<file path="config.mk">
export PLATFORM = sky130hd
export DESIGN_NAME = wspc_div
export DESIGN_NICKNAME = d
export VERILOG_FILES = /design/src/rtl/core/wspc_pkg.sv /design/src/rtl/core/wspc_div.sv
export SDC_FILE = /design/constraint.sdc
export NUM_CORES = 1
export LEC_CHECK = 0
export BUFFER_PORTS_ARGS = -buffer_cell sky130_fd_sc_hd__buf_4
export CAP_MARGIN = 0
export CORE_MARGIN = 3
export CORE_UTILIZATION = 54
export CTS_BUF_LIST = sky130_fd_sc_hd__clkbuf_4 sky130_fd_sc_hd__clkbuf_8
export CTS_CLUSTER_SIZE = 40
export DETAILED_ROUTE_END_ITERATION = 8
export GPL_TIMING_DRIVEN = 1
export PLACE_DENSITY = 0.8
export SLEW_MARGIN = 0
export SYNTH_ARGS = -nofsm -noshare
export SYNTH_HDL_FRONTEND = slang
export SYNTH_SLANG_ARGS = --single-unit
</file>
<file path="constraint.sdc">
create_clock -name clk -period 3.35 [get_ports clk]
set_input_delay 0.1675 -clock clk [delete_from_list [all_inputs] [get_ports clk]]
set_output_delay 0.1675 -clock clk [all_outputs]
set_load 0.02 [all_outputs]
</file>
<file path="src/rtl/core/wspc_pkg.sv">
// Shared types, constants and the control store of the wheel speed PID controller.
// Used by wspc_div and wheel_speed_pid_controller; depends on nothing.
package wspc_pkg;

  // configuration port
  localparam int CFG_AW = 3;
  localparam int CFG_DW = 32;

  localparam logic [CFG_AW-1:0] REG_GAIN_P       = 3'd0;
  localparam logic [CFG_AW-1:0] REG_GAIN_I       = 3'd1;
  localparam logic [CFG_AW-1:0] REG_GAIN_D       = 3'd2;
  localparam logic [CFG_AW-1:0] REG_MAX_RPM      = 3'd3;
  localparam logic [CFG_AW-1:0] REG_RPM_SCALE    = 3'd4;
  localparam logic [CFG_AW-1:0] REG_CMD_TIMEOUT  = 3'd5;
  localparam logic [CFG_AW-1:0] REG_PUB_PERIOD   = 3'd6;

  localparam logic [15:0] GAIN_P_RST      = 16'd1638;
  localparam logic [15:0] GAIN_I_RST      = 16'd0;
  localparam logic [15:0] GAIN_D_RST      = 16'd4096;
  localparam logic [15:0] MAX_RPM_RST     = 16'd1241;
  localparam logic [15:0] RPM_SCALE_RST   = 16'd27711;
  localparam logic [31:0] CMD_TIMEOUT_RST = 32'd600000;
  localparam logic [31:0] PUB_PERIOD_RST  = 32'd100000;

  // item kinds
  localparam logic [1:0] FUNC_ENC  = 2'd0;
  localparam logic [1:0] FUNC_CMD  = 2'd1;
  localparam logic [1:0] FUNC_TICK = 2'd2;

  // arithmetic
  localparam logic [13:0] ENC_K    = 14'd15625;
  localparam longint      PID_LIM  = 64'sd137438953472;
  localparam logic [7:0]  PWM_FULL = 8'd255;
  localparam int MUL_W = 33;
  localparam int ACC_W = 58;
  localparam int PID_W = 39;
  localparam int NUM_W = 49;

  // serial divider
  localparam int DIV_NW = 62;
  localparam int DIV_DW = 34;
  localparam int DIV_QW = 24;
  localparam int DIV_CW = $clog2(DIV_QW + 1);

  typedef struct packed {
    logic              start;
    logic [DIV_NW-1:0] num;
    logic [DIV_DW-1:0] den;
  } div_req_t;

  typedef struct packed {
    logic              busy;
    logic              ovf;
    logic [DIV_QW-1:0] quot;
  } div_stat_t;

  // microcode
  localparam int UPC_W = 5;
  typedef logic [UPC_W-1:0] upc_t;

  typedef enum logic [4:0] {
    OP_NOP, OP_ENC_PREP, OP_ENC_MUL, OP_ENC_DIV, OP_ENC_SPEED, OP_CMD,
    OP_ERR, OP_SUM, OP_PID_D, OP_PID_IL, OP_PID_IH, OP_PID_SH, OP_PID_CLAMP,
    OP_NUM, OP_ABS, OP_PWM_DIV, OP_PWM_SET, OP_PUB, OP_EMIT
  } op_t;

  typedef enum logic [2:0] {
    C_NEXT, C_JUMP, C_DTZ, C_BUSY, C_DISPATCH, C_OUT
  } cond_t;

  typedef struct packed {
    op_t   op;
    cond_t cond;
    upc_t  target;
  } ctrl_word_t;

  localparam upc_t UPC_IDLE     = 5'd0;
  localparam upc_t UPC_ENC      = 5'd1;
  localparam upc_t UPC_ENC_MUL  = 5'd2;
  localparam upc_t UPC_ENC_DIV  = 5'd3;
  localparam upc_t UPC_ENC_WAIT = 5'd4;
  localparam upc_t UPC_ENC_SPD  = 5'd5;
  localparam upc_t UPC_CMD      = 5'd6;
  localparam upc_t UPC_TICK     = 5'd7;
  localparam upc_t UPC_SUM      = 5'd8;
  localparam upc_t UPC_PID_D    = 5'd9;
  localparam upc_t UPC_PID_IL   = 5'd10;
  localparam upc_t UPC_PID_IH   = 5'd11;
  localparam upc_t UPC_PID_SH   = 5'd12;
  localparam upc_t UPC_CLAMP    = 5'd13;
  localparam upc_t UPC_NUM      = 5'd14;
  localparam upc_t UPC_ABS      = 5'd15;
  localparam upc_t UPC_PWM_DIV  = 5'd16;
  localparam upc_t UPC_PWM_WAIT = 5'd17;
  localparam upc_t UPC_PWM_SET  = 5'd18;
  localparam upc_t UPC_PUB      = 5'd19;
  localparam upc_t UPC_FIN      = 5'd20;

  function automatic ctrl_word_t ucode_rom(upc_t a);
    ctrl_word_t w;
    case (a)
      UPC_IDLE:     w = '{OP_NOP,       C_DISPATCH, UPC_IDLE};
      UPC_ENC:      w = '{OP_ENC_PREP,  C_NEXT,     UPC_IDLE};
      UPC_ENC_MUL:  w = '{OP_ENC_MUL,   C_DTZ,      UPC_FIN};
      UPC_ENC_DIV:  w = '{OP_ENC_DIV,   C_NEXT,     UPC_IDLE};
      UPC_ENC_WAIT: w = '{OP_NOP,       C_BUSY,     UPC_ENC_WAIT};
      UPC_ENC_SPD:  w = '{OP_ENC_SPEED, C_JUMP,     UPC_FIN};
      UPC_CMD:      w = '{OP_CMD,       C_JUMP,     UPC_FIN};
      UPC_TICK:     w = '{OP_ERR,       C_NEXT,     UPC_IDLE};
      UPC_SUM:      w = '{OP_SUM,       C_NEXT,     UPC_IDLE};
      UPC_PID_D:    w = '{OP_PID_D,     C_NEXT,     UPC_IDLE};
      UPC_PID_IL:   w = '{OP_PID_IL,    C_NEXT,     UPC_IDLE};
      UPC_PID_IH:   w = '{OP_PID_IH,    C_NEXT,     UPC_IDLE};
      UPC_PID_SH:   w = '{OP_PID_SH,    C_NEXT,     UPC_IDLE};
      UPC_CLAMP:    w = '{OP_PID_CLAMP, C_NEXT,     UPC_IDLE};
      UPC_NUM:      w = '{OP_NUM,       C_NEXT,     UPC_IDLE};
      UPC_ABS:      w = '{OP_ABS,       C_NEXT,     UPC_IDLE};
      UPC_PWM_DIV:  w = '{OP_PWM_DIV,   C_NEXT,     UPC_IDLE};
      UPC_PWM_WAIT: w = '{OP_NOP,       C_BUSY,     UPC_PWM_WAIT};
      UPC_PWM_SET:  w = '{OP_PWM_SET,   C_NEXT,     UPC_IDLE};
      UPC_PUB:      w = '{OP_PUB,       C_NEXT,     UPC_IDLE};
      UPC_FIN:      w = '{OP_EMIT,      C_OUT,      UPC_IDLE};
      default:      w = '{OP_NOP,       C_JUMP,     UPC_IDLE};
    endcase
    return w;
  endfunction

  function automatic upc_t func_entry(logic [1:0] f);
    upc_t e;
    case (f)
      FUNC_ENC:  e = UPC_ENC;
      FUNC_CMD:  e = UPC_CMD;
      FUNC_TICK: e = UPC_TICK;
      default:   e = UPC_FIN;
    endcase
    return e;
  endfunction

endpackage

</file>
<file path="src/rtl/core/wspc_div.sv">
// Restoring serial divider, one quotient bit per cycle, with early overflow detection.
// Depends on wspc_pkg for widths and the request and status structs.
module wspc_div import wspc_pkg::*; (
  input  logic      clk,
  input  logic      rst_n,
  input  div_req_t  req,
  output div_stat_t stat
);

  logic              busy_r;
  logic              ovf_r;
  logic [DIV_DW-1:0] rem_r;
  logic [DIV_DW-1:0] den_r;
  logic [DIV_QW-1:0] low_r;
  logic [DIV_QW-1:0] quot_r;
  logic [DIV_CW-1:0] cnt_r;

  logic [DIV_DW:0]   trial;
  logic [DIV_DW:0]   diff;
  logic              ge;
  logic              ovf_start;

  assign ovf_start = req.num[DIV_NW-1:DIV_QW] >= {{(DIV_NW-DIV_QW-DIV_DW){1'b0}}, req.den};
  assign trial     = {rem_r, low_r[DIV_QW-1]};
  assign diff      = trial - {1'b0, den_r};
  assign ge        = trial >= {1'b0, den_r};

  always_ff @(posedge clk) begin
    if (!rst_n) begin
      busy_r <= 1'b0;
    end else if (req.start) begin
      busy_r <= !ovf_start;
    end else if (busy_r && cnt_r == DIV_CW'(1)) begin
      busy_r <= 1'b0;
    end
  end

  always_ff @(posedge clk) begin
    if (req.start) begin
      ovf_r  <= ovf_start;
      rem_r  <= req.num[DIV_QW+DIV_DW-1:DIV_QW];
      low_r  <= req.num[DIV_QW-1:0];
      den_r  <= req.den;
      quot_r <= '0;
      cnt_r  <= DIV_CW'(DIV_QW);
    end else if (busy_r) begin
      rem_r  <= ge ? diff[DIV_DW-1:0] : trial[DIV_DW-1:0];
      quot_r <= {quot_r[DIV_QW-2:0], ge};
      low_r  <= {low_r[DIV_QW-2:0], 1'b0};
      cnt_r  <= cnt_r - DIV_CW'(1);
    end
  end

  assign stat.busy = busy_r;
  assign stat.ovf  = ovf_r;
  assign stat.quot = quot_r;

endmodule

</file>
==> impl_metrics.env, run 1 <==
export IMPL_synth_largest_area_cell="edfxtp_1"
export IMPL_worstSetupStartpoint="rem_r[2]$_DFFE_PP_"
export IMPL_postSynthCellCount=754
export IMPL_fin_setup_tns_ns=0
export IMPL_die_h_um=126
export IMPL_clk_path_buf_depth=2
export IMPL_layout_nets=1099
export IMPL_ios=125
export IMPL_clock_skew_ns=0.0166
export IMPL_portBuffers=124
export IMPL_wire_per_inst_um=17.0
export IMPL_postPlaceCellArea_sq_um=8890
export IMPL_intPower_uw=3200
export IMPL_combPwrFrac_pct=32.2
export IMPL_crit_end="rem_r[22]$_DFFE_PP_"
export IMPL_report_final_setup_viol=0
export IMPL_n_fill_cell=1054
export IMPL_grt_max_degree=131
export IMPL_ys_types=61
export IMPL_finish_instance_area_sq_um=9870
export IMPL_reg2reg_to="rem_r[22]$_DFFE_PP_"
export IMPL_cts_buffers_inserted=17
export IMPL_avgSynthCellArea_sq_um=10.3
export IMPL_core_area_sq_um=14000
export IMPL_cts_sinks=123
export IMPL_grt_overflow=0
export IMPL_tightest_slew_ns=0.747
export IMPL_powerDensity_nw_per_um2=477
export IMPL_status="completed"
export IMPL_ant_nets=0
export IMPL_finalCritPeriodShare_pct=94.9
export IMPL_maxCapViolations=0
export IMPL_via_count=6332
export IMPL_grt_total_usage_pct=24.0
export IMPL_synth_most_common_cell="edfxtp_1"
export IMPL_reg2reg_slack_ns=0.17
export IMPL_antenna_found_initial=0
export IMPL_startpoint_type="register"
export IMPL_power_share_sequential_pct=39.9
export IMPL_rsz0062_at_grt="no"
export IMPL_worst_skew_pair_late_latency_ns=0.46
export IMPL_synthTopCellsByCount="93 x edfxtp_1, 77 x inv_1, 70 x ha_1"
export IMPL_rows=43
export IMPL_max_freq_mhz=314
export IMPL_finalHoldViolCount=0
export IMPL_ys_flop_type="edfxtp_1"
export IMPL_gp_congestion=0.868
export IMPL_clk_pin_slew_ns=0.08
export IMPL_final_max_slew_violation_count=0
export IMPL_synth_area_leaders="edfxtp_1 36%, ha_1 11%, dfxtp_1 7.7%"
export IMPL_start_util_pct=55.8
export IMPL_reg2reg_from="rem_r[2]$_DFFE_PP_"
export IMPL_drt_first_pass_iters=5
export IMPL_synth_seq_cells=123
export IMPL_p_leak_uw=0.00431
export IMPL_switching_share_pct=32.0
export IMPL_htreeDepth=4
export IMPL_peakVddDrop_mv=0.321
export IMPL_grt_pass1_vias=6426
export IMPL_cts_root_buffer="clkbuf_8"
export IMPL_synth_warnings=0
export IMPL_end_kind="register"
export IMPL_drc=0
export IMPL_ys_seq_area_share_pct=43.5
export IMPL_reg2regPathDepth=10
export IMPL_grt_pass1_wl_mm=31.0
export IMPL_hp_class="input pin to register"
export IMPL_required_ns=3.55
export IMPL_antenna_cells=0
export IMPL_drt_total_wl_mm=19.0
export IMPL_drive_gt1_share_pct=22.6
export IMPL_synthToLayoutAreaGrowth_pct=26.5
export IMPL_synth_top_area_share_pct=35.8
export IMPL_fin_crit_ns=3.18
export IMPL_cp_max_fo=7
export IMPL_worstPathArrival_ns=3.38
export IMPL_synth_async_reset_ratio_pct=0
export IMPL_syn_area_sq_um=7800
export IMPL_critPathKind="register to register"
export IMPL_drtIter0Drc=430
export IMPL_syn_num_nets=924
export IMPL_relSlewSlack_pct=48.9
export IMPL_dp_hpwl_mm=13.2
export IMPL_die_area_sq_um=15900
export IMPL_chipWidth_um=126
export IMPL_cts_tree="done"
export IMPL_clockPowerShare_pct=27.9
export IMPL_routed_via_density=5.64
export IMPL_synth_edff_count=93
export IMPL_power_switching_uw=1510
## registers in the layout, summed over array words and instances (netlist names)
name and count:
busy_r 1, low_r 24, den_r 34, cnt_r 5, quot_r 24, ovf_r 1, rem_r 34
## per-stage QoR
stage,hold WS [ns],setup slack (ns),power [uW],utilization [%],cells
after global routing,0.00195,0.00595,4980,70.6,1122
after CTS,0.000861,0.0794,4680,70.0,1116
after floorplan,0.266,0.151,2940,-,754
final,0.0140,0.169,4710,70.6,1122
after global placement,0.356,0.195,3300,63.6,1032
after detailed placement,0.356,0.110,3330,63.6,1032
## power by group through the flow
stage                     sequential, uW  combinational, uW  clock, uW
after floorplan                     1880               1050          0
final                               1880               1520       1310
after CTS                           1880               1480       1330
after global placement              1910               1400          0
after global routing                1890               1690       1400
after detailed placement            1910               1420          0
## what timing repair did
item	in CTS	in global routing
resized for setup	0	6
endpoints found under the setup margin	0	22
hold endpoints to repair	52	3
buffers inserted	0	3
hold buffers	52	3
## cells in the final DEF (no fill, tap or decap), drive strengths merged, types with 3 or more instances in the layout
cell	Yosys	layout
buf	13	138
edfxtp	93	93
inv	77	80
ha	70	70
dlygate4sd3	0	55
nor2	51	51
nand2	44	44
a21oi	42	42
dfxtp	30	30
mux2	29	29
mux2i	28	28
o21ai	27	27
a21o	24	24
clkbuf	24	20
nand3b	19	19
o311ai	19	19
xnor2	18	18
xor2	16	16
nand4	13	13
nor2b	11	11
nor3	10	10
a31oi	9	9
nand2b	8	8
a221o	8	8
o211ai	7	7
clkinv	0	7
nand3	6	6
a211oi	6	6
and3b	5	5
or3	4	4
and4	4	4
and3	3	3
o21a	3	3
or2	3	3
o31ai	3	3
or4	3	3
## cell type report
cell class                      count  area [sq um]  area share, %
Tap cell                          180           225           2.28
Clock buffer                       20           256           2.60
Inverter                           77           289           2.93
Sequential cell                   123          3390           34.4
Clock inverter                     12           124           1.25
Multi-Input combinational cell    517          3960           40.2
Timing Repair Buffer              193          1620           16.4
## metal layers
layer  share of wire (%)  wire length [um]  GRT usage [%]  vias up
met1                  44              8340           31.2     3006
li1                    -                 -              -     3119
met3                 6.2              1180           6.62       27
met5                   0                 0              0        -
met2                  49              9290           39.6      180
met4                 1.3               240           6.81        0
## worst min path at each step
stage                     cells past startpoint     from  slack [ns]                   to
after floorplan                               0   req[0]        0.27   den_r[0]$_DFFE_PP_
after global placement                        1  req[32]        0.36  den_r[32]$_DFFE_PP_
after detailed placement                      1  req[31]        0.36  den_r[31]$_DFFE_PP_
after CTS                                     3  req[84]      0.0009  rem_r[26]$_DFFE_PP_
after global routing                          2  req[49]       0.002  low_r[15]$_DFFE_PP_
final                                         2  req[49]        0.01  low_r[15]$_DFFE_PP_
## worst max-delay path: stages (launching register included)
cell      delay [ns]
edfxtp_1        0.39
ha_1            0.38
a21o_1          0.20
a21oi_1         0.22
a21oi_2         0.12
o311ai_1        0.35
a21bo_2         0.24
a211oi_4        0.08
a21oi_4         0.31
mux2_2          0.37
mux2_2          0.26
## cells by family (layout without fill, tap and decap cells)
kind of cell,after synthesis,after routing,share of synthesized area [%]
fa+ha+maj,71,71,11.5
xor+xnor,34,34,3.82
buf+inv,114,302,5.92
simple gates,191,191,12.8
mux,57,57,7.78
flops,123,123,43.5
compound gates,164,164,14.7
Power figures use the tool's default switching activity.
==> run 2, diff against run 1 <==
--- a/config.mk
+++ b/config.mk
@@ -13,7 +13,8 @@
 export CTS_CLUSTER_SIZE = 40
 export DETAILED_ROUTE_END_ITERATION = 8
 export GPL_TIMING_DRIVEN = 1
-export PLACE_DENSITY = 0.8
+export HOLD_SLACK_MARGIN = 0.12
+export PLACE_DENSITY = 0.79
 export SLEW_MARGIN = 0
 export SYNTH_ARGS = -nofsm -noshare
 export SYNTH_HDL_FRONTEND = slang
==> impl_metrics.env, run 2 (synthesis gave the netlist of run 1 again) <==
export IMPL_rows=43
export IMPL_worstPathArrival_ns=3.61
export IMPL_hp_class="input pin to register"
export IMPL_relSlewSlack_pct=41.9
export IMPL_cp_max_fo=3
export IMPL_cts_root_buffer="clkbuf_8"
export IMPL_antenna_found_initial=1
export IMPL_fin_crit_ns=3.30
export IMPL_portBuffers=124
export IMPL_clk_path_buf_depth=2
export IMPL_hold_depth=2
export IMPL_peakVddDrop_mv=0.303
export IMPL_clock_skew_ns=0.0137
export IMPL_critPathKind="input pin to register"
export IMPL_p_leak_uw=0.00451
export IMPL_chipWidth_um=126
export IMPL_cts_tree="done"
export IMPL_final_common_cell="buf_4"
export IMPL_start_util_pct=55.8
export IMPL_powerDensity_nw_per_um2=463
export IMPL_drt_total_wl_mm=21.3
export IMPL_dp_hpwl_mm=14.0
export IMPL_postPlaceCellArea_sq_um=8910
export IMPL_final_max_slew_violation_count=0
export IMPL_maxCapViolations=0
export IMPL_report_final_setup_viol=0
export IMPL_grt_max_degree=49
export IMPL_finish_instance_area_sq_um=10400
export IMPL_tightest_slew_ns=0.849
export IMPL_drc=0
export IMPL_required_ns=3.66
export IMPL_n_fill_cell=935
export IMPL_clk_pin_slew_ns=0.08
export IMPL_layout_nets=1146
export IMPL_grt_pass1_vias=7031
export IMPL_grt_pass1_wl_mm=34.1
export IMPL_biggestRegsByFlops="den_r: 34 flops, rem_r: 34 flops"
export IMPL_cts_buffers_inserted=17
export IMPL_routed_via_density=5.77
export IMPL_status="completed"
export IMPL_finalCritPeriodShare_pct=98.4
export IMPL_cts_sinks=123
export IMPL_startpoint_type="input pin"
export IMPL_drtIter0Drc=528
export IMPL_ant_nets=0
export IMPL_htreeDepth=4
export IMPL_holdWs_ns=0.181
export IMPL_via_count=6748
export IMPL_ios=125
export IMPL_finalHoldViolCount=0
export IMPL_max_freq_mhz=303
export IMPL_wire_per_inst_um=18.2
export IMPL_gp_congestion=0.926
export IMPL_worst_skew_pair_late_latency_ns=0.45
export IMPL_core_area_sq_um=14000
export IMPL_die_h_um=126
export IMPL_end_kind="register"
export IMPL_drt_first_pass_iters=5
export IMPL_mostFrequentLayoutCells="140 x buf_4, 94 x dlygate4sd3_1, 93 x edfxtp_1"
export IMPL_antenna_cells=0
export IMPL_grt_total_usage_pct=26.4
export IMPL_drive_gt1_share_pct=22.4
export IMPL_synthToLayoutAreaGrowth_pct=32.9
export IMPL_reg2regPathDepth=13
export IMPL_die_area_sq_um=15900
export IMPL_grt_overflow=0
## run 2: cell count changes in the layout (fill, tap and decap cells not counted), sizes merged
cell | previous run | this run
clkinvlp | 0 | 4
clkinv | 7 | 5
dlygate4sd3 | 55 | 94
bufinv | 2 | 1
inv | 80 | 81
buf | 138 | 144
## run 2: power breakdown
part / switching (uW) / internal [uW]
Clock: 653 / 595
Combinational: 867 / 801
Sequential: 68.6 / 1810
Total: 1590 / 3210
## run 2: worst max-delay path: stages
cell and delay (ns):
dlygate4sd3_1 0.55, buf_4 0.15, ha_1 0.30, nand4_1 0.27, nor4_1 0.63, a41oi_1 0.25
o211ai_1 0.17, a21oi_1 0.11, a2111oi_0 0.76, or2_2 0.24
## run 2: through the flow
step           std cells  setup TNS [ns]  util [%]  total power [uW]  worst slack, ns
6_report            1169               0      74.1              4800           0.0534
5_1_grt             1169         -0.0197      74.1              5050          -0.0197
3_3_place_gp        1033               0      63.7              3310            0.160
4_1_cts             1159               0      73.0              4680           0.0593
2_1_floorplan        754               0         -              2940            0.151
3_5_place_dp        1033               0      63.7              3350           0.0688
## run 2: layout make-up
class                      count  area [sq um]  area share, %
inverter                      77           289           2.79
clock buffer                  18           241           2.33
sequential                   123          3390           32.7
timing repair buffer         240          2120           20.5
clock inverter                14           121           1.17
tap                          180           225           2.17
multi-input combinational    517          3980           38.4
## run 2: path summary, 6_finish.rpt
| path | slack [ns] | from | end |
|---|---|---|---|
| setup / recovery | 0.05 | req[77] | ovf_r$_DFFE_PP_ |
| hold / removal | 0.18 | req[96] | cnt_r[0]$_SDFFE_PP0P_ |
| setup reg to reg | 0.12 | rem_r[1]$_DFFE_PP_ | rem_r[17]$_DFFE_PP_ |
| hold reg to reg | 0.51 | quot_r[23]$_SDFFE_PP0P_ | quot_r[23]$_SDFFE_PP0P_ |
## run 2: per-layer routing
metal	GRT usage, %	wire length (um)
met1	31.8	8680
met2	45.9	10500
met3	7.08	1510
met4	8.83	612
met5	0	13
## run 2: what timing repair did
action,in CTS,in global routing
hold endpoints to repair,93,0
hold buffers,94,0
setup buffers,0,8
endpoints found under the setup margin,0,19
resized for setup,0,7
==> run 3, diff against run 2 <==
--- a/config.mk
+++ b/config.mk
@@ -8,7 +8,7 @@
 export BUFFER_PORTS_ARGS = -buffer_cell sky130_fd_sc_hd__buf_4
 export CAP_MARGIN = 0
 export CORE_MARGIN = 3
-export CORE_UTILIZATION = 54
+export CORE_UTILIZATION = 57
 export CTS_BUF_LIST = sky130_fd_sc_hd__clkbuf_4 sky130_fd_sc_hd__clkbuf_8
 export CTS_CLUSTER_SIZE = 40
 export DETAILED_ROUTE_END_ITERATION = 8
==> constraint.sdc (replaced) <==
create_clock -name clk -period 3.1 [get_ports clk]
set_input_delay 0.155 -clock clk [delete_from_list [all_inputs] [get_ports clk]]
set_output_delay 0.155 -clock clk [all_outputs]
set_load 0.02 [all_outputs]
==> impl_metrics.env, run 3 (synthesis gave the netlist of run 1 again) <==
export IMPL_dp_hpwl_mm=14.0
export IMPL_tightest_slew_ns=0.618
export IMPL_peakVddDrop_mv=0.343
export IMPL_postPlaceCellArea_sq_um=9030
export IMPL_cts_root_buffer="clkbuf_8"
export IMPL_finalCritPeriodShare_pct=100
export IMPL_cp_max_fo=5
export IMPL_routed_via_density=5.76
export IMPL_drive_gt1_share_pct=27.0
export IMPL_maxCapViolations=0
export IMPL_grt_pass1_wl_mm=33.2
export IMPL_path_cells="ha_4, nand3_1, o21bai_4, a21oi_2, o311ai_4, a21bo_2, a211oi_4, a21oi_4, buf_6, buf_8, buf_6, and3b_1, a221o_1"
export IMPL_power_uw=5490
export IMPL_powerDensity_nw_per_um2=511
export IMPL_power_switching_uw=1810
export IMPL_cts_sinks=123
export IMPL_portBuffers=124
export IMPL_path_common_cell="buf_6"
export IMPL_clk_pin_slew_ns=0.09
export IMPL_layout_nets=1172
export IMPL_start_util_pct=58.7
export IMPL_gp_congestion=0.930
export IMPL_clockPowerShare_pct=27.2
export IMPL_required_ns=3.31
export IMPL_hp_class="input pin to register"
export IMPL_power_share_sequential_pct=37.2
export IMPL_wire_per_inst_um=18.0
export IMPL_layout_setup_ws_ns=-0.0153
export IMPL_grt_overflow=0
export IMPL_biggestRegsByFlops="den_r: 34 flops, rem_r: 34 flops"
export IMPL_synthToLayoutAreaGrowth_pct=37.8
export IMPL_die_h_um=123
export IMPL_violations="negative setup slack"
export IMPL_antenna_cells=0
export IMPL_final_core_util_pct=80.9
export IMPL_cts_tree="done"
export IMPL_worstPathArrival_ns=3.32
export IMPL_clk_path_buf_depth=2
export IMPL_mostFrequentLayoutCells="163 x buf_4, 95 x dlygate4sd3_1, 93 x edfxtp_1"
export IMPL_ant_nets=0
export IMPL_drt_first_pass_iters=5
export IMPL_cpMaxStageDelayCell="edfxtp_1"
export IMPL_via_count=6860
export IMPL_core_area_sq_um=13300
export IMPL_clock_skew_ns=0.0195
export IMPL_drtIter0Drc=516
export IMPL_ios=125
export IMPL_die_area_sq_um=15100
export IMPL_grt_max_degree=65
export IMPL_antenna_found_initial=0
export IMPL_cts_buffers_inserted=17
export IMPL_finish_instance_area_sq_um=10800
export IMPL_worst_skew_pair_late_latency_ns=0.46
export IMPL_status="finished with violations"
export IMPL_combPwrFrac_pct=35.7
export IMPL_rows=42
export IMPL_critPathKind="register to register"
export IMPL_fin_crit_ns=3.12
export IMPL_max_freq_mhz=321
export IMPL_startpoint_type="register"
export IMPL_cpPeakStageDelay_ns=0.47
export IMPL_drc=0
export IMPL_drt_total_wl_mm=21.4
export IMPL_report_final_setup_viol=2
export IMPL_grt_pass1_vias=6914
export IMPL_relSlewSlack_pct=58.8
export IMPL_grt_total_usage_pct=28.0
export IMPL_crit_family="compound AO/OA/AOI/OAI gates"
export IMPL_finalHoldViolCount=0
export IMPL_end_kind="register"
export IMPL_crit_buf_inv=3
export IMPL_p_leak_uw=0.00465
export IMPL_htreeDepth=4
export IMPL_intPower_uw=3680
export IMPL_chipWidth_um=123
export IMPL_final_common_cell="buf_4"
export IMPL_switching_share_pct=32.9
export IMPL_final_max_slew_violation_count=0
export IMPL_rsz0062_at_grt="yes"
[run 3: stage by stage]
stage               setup TNS [ns]  cells  setup WS (ns)  hold WS [ns]
floorplan                        0    754         0.0596         0.254
global placement                 0   1048         0.0817         0.343
detailed placement         -0.0356   1048        -0.0356         0.344
CTS                              0   1175        0.00721         0.126
global route                -0.850   1191         -0.130         0.209
finish                     -0.0167   1191        -0.0153         0.193
[run 3: path summary, 6_finish.rpt]
kind                              start               endpoint  slack [ns]  cells after the start
setup / recovery     rem_r[3]$_DFFE_PP_    rem_r[29]$_DFFE_PP_       -0.02                     13
hold / removal                  req[93]    busy_r$_SDFFE_PN0P_        0.19                      5
setup reg to reg     rem_r[3]$_DFFE_PP_    rem_r[29]$_DFFE_PP_       -0.02                     13
hold reg to reg   cnt_r[4]$_SDFFE_PP1P_  cnt_r[4]$_SDFFE_PP1P_        0.51                      2
[run 3: cell type report]
type,count,area [sq um]
clock buffer,18,248
inverter,77,289
timing repair buffer,266,2280
multi-input combinational,517,4170
fill,765,2540
clock inverter,14,155
sequential,123,3390
tap,176,220
[run 3: worst min-delay path, delay by kind of cell]
kind	cells	cell delay (ns)
AOI/OAI and AO/OA	2	0.18
buffers and inverters	1	0.08
and+or+nand+nor	2	0.18
[run 3: power groups by stage]
stage                     logic, uW  registers (uW)  clock network (uW)
after global routing           2140            2060                1570
final                          1960            2040                1490
after floorplan                1140            2040                   0
after detailed placement       1620            2060                   0
after global placement         1570            2060                   0
after CTS                      1730            2030                1500
[run 3: timing repair]
item / 4_1_cts / 5_1_grt
pin swaps: 1 / 12
hold buffers: 95 / 0
endpoints found under the setup margin: 3 / 27
endpoints found under the hold margin: 99 / 0
setup buffers: 0 / 16
gates resized for setup: 2 / 49
[run 3: metal layers]
| metal | up-vias | GRT usage, % | wire, um |
|---|---|---|---|
| met2 | 268 | 47.5 | 10600 |
| met3 | 45 | 7.91 | 1430 |
| met1 | 3281 | 34.2 | 8950 |
| met4 | 0 | 9.62 | 475 |
| met5 | - | 0 | 0 |
| li1 | 3266 | - | - |
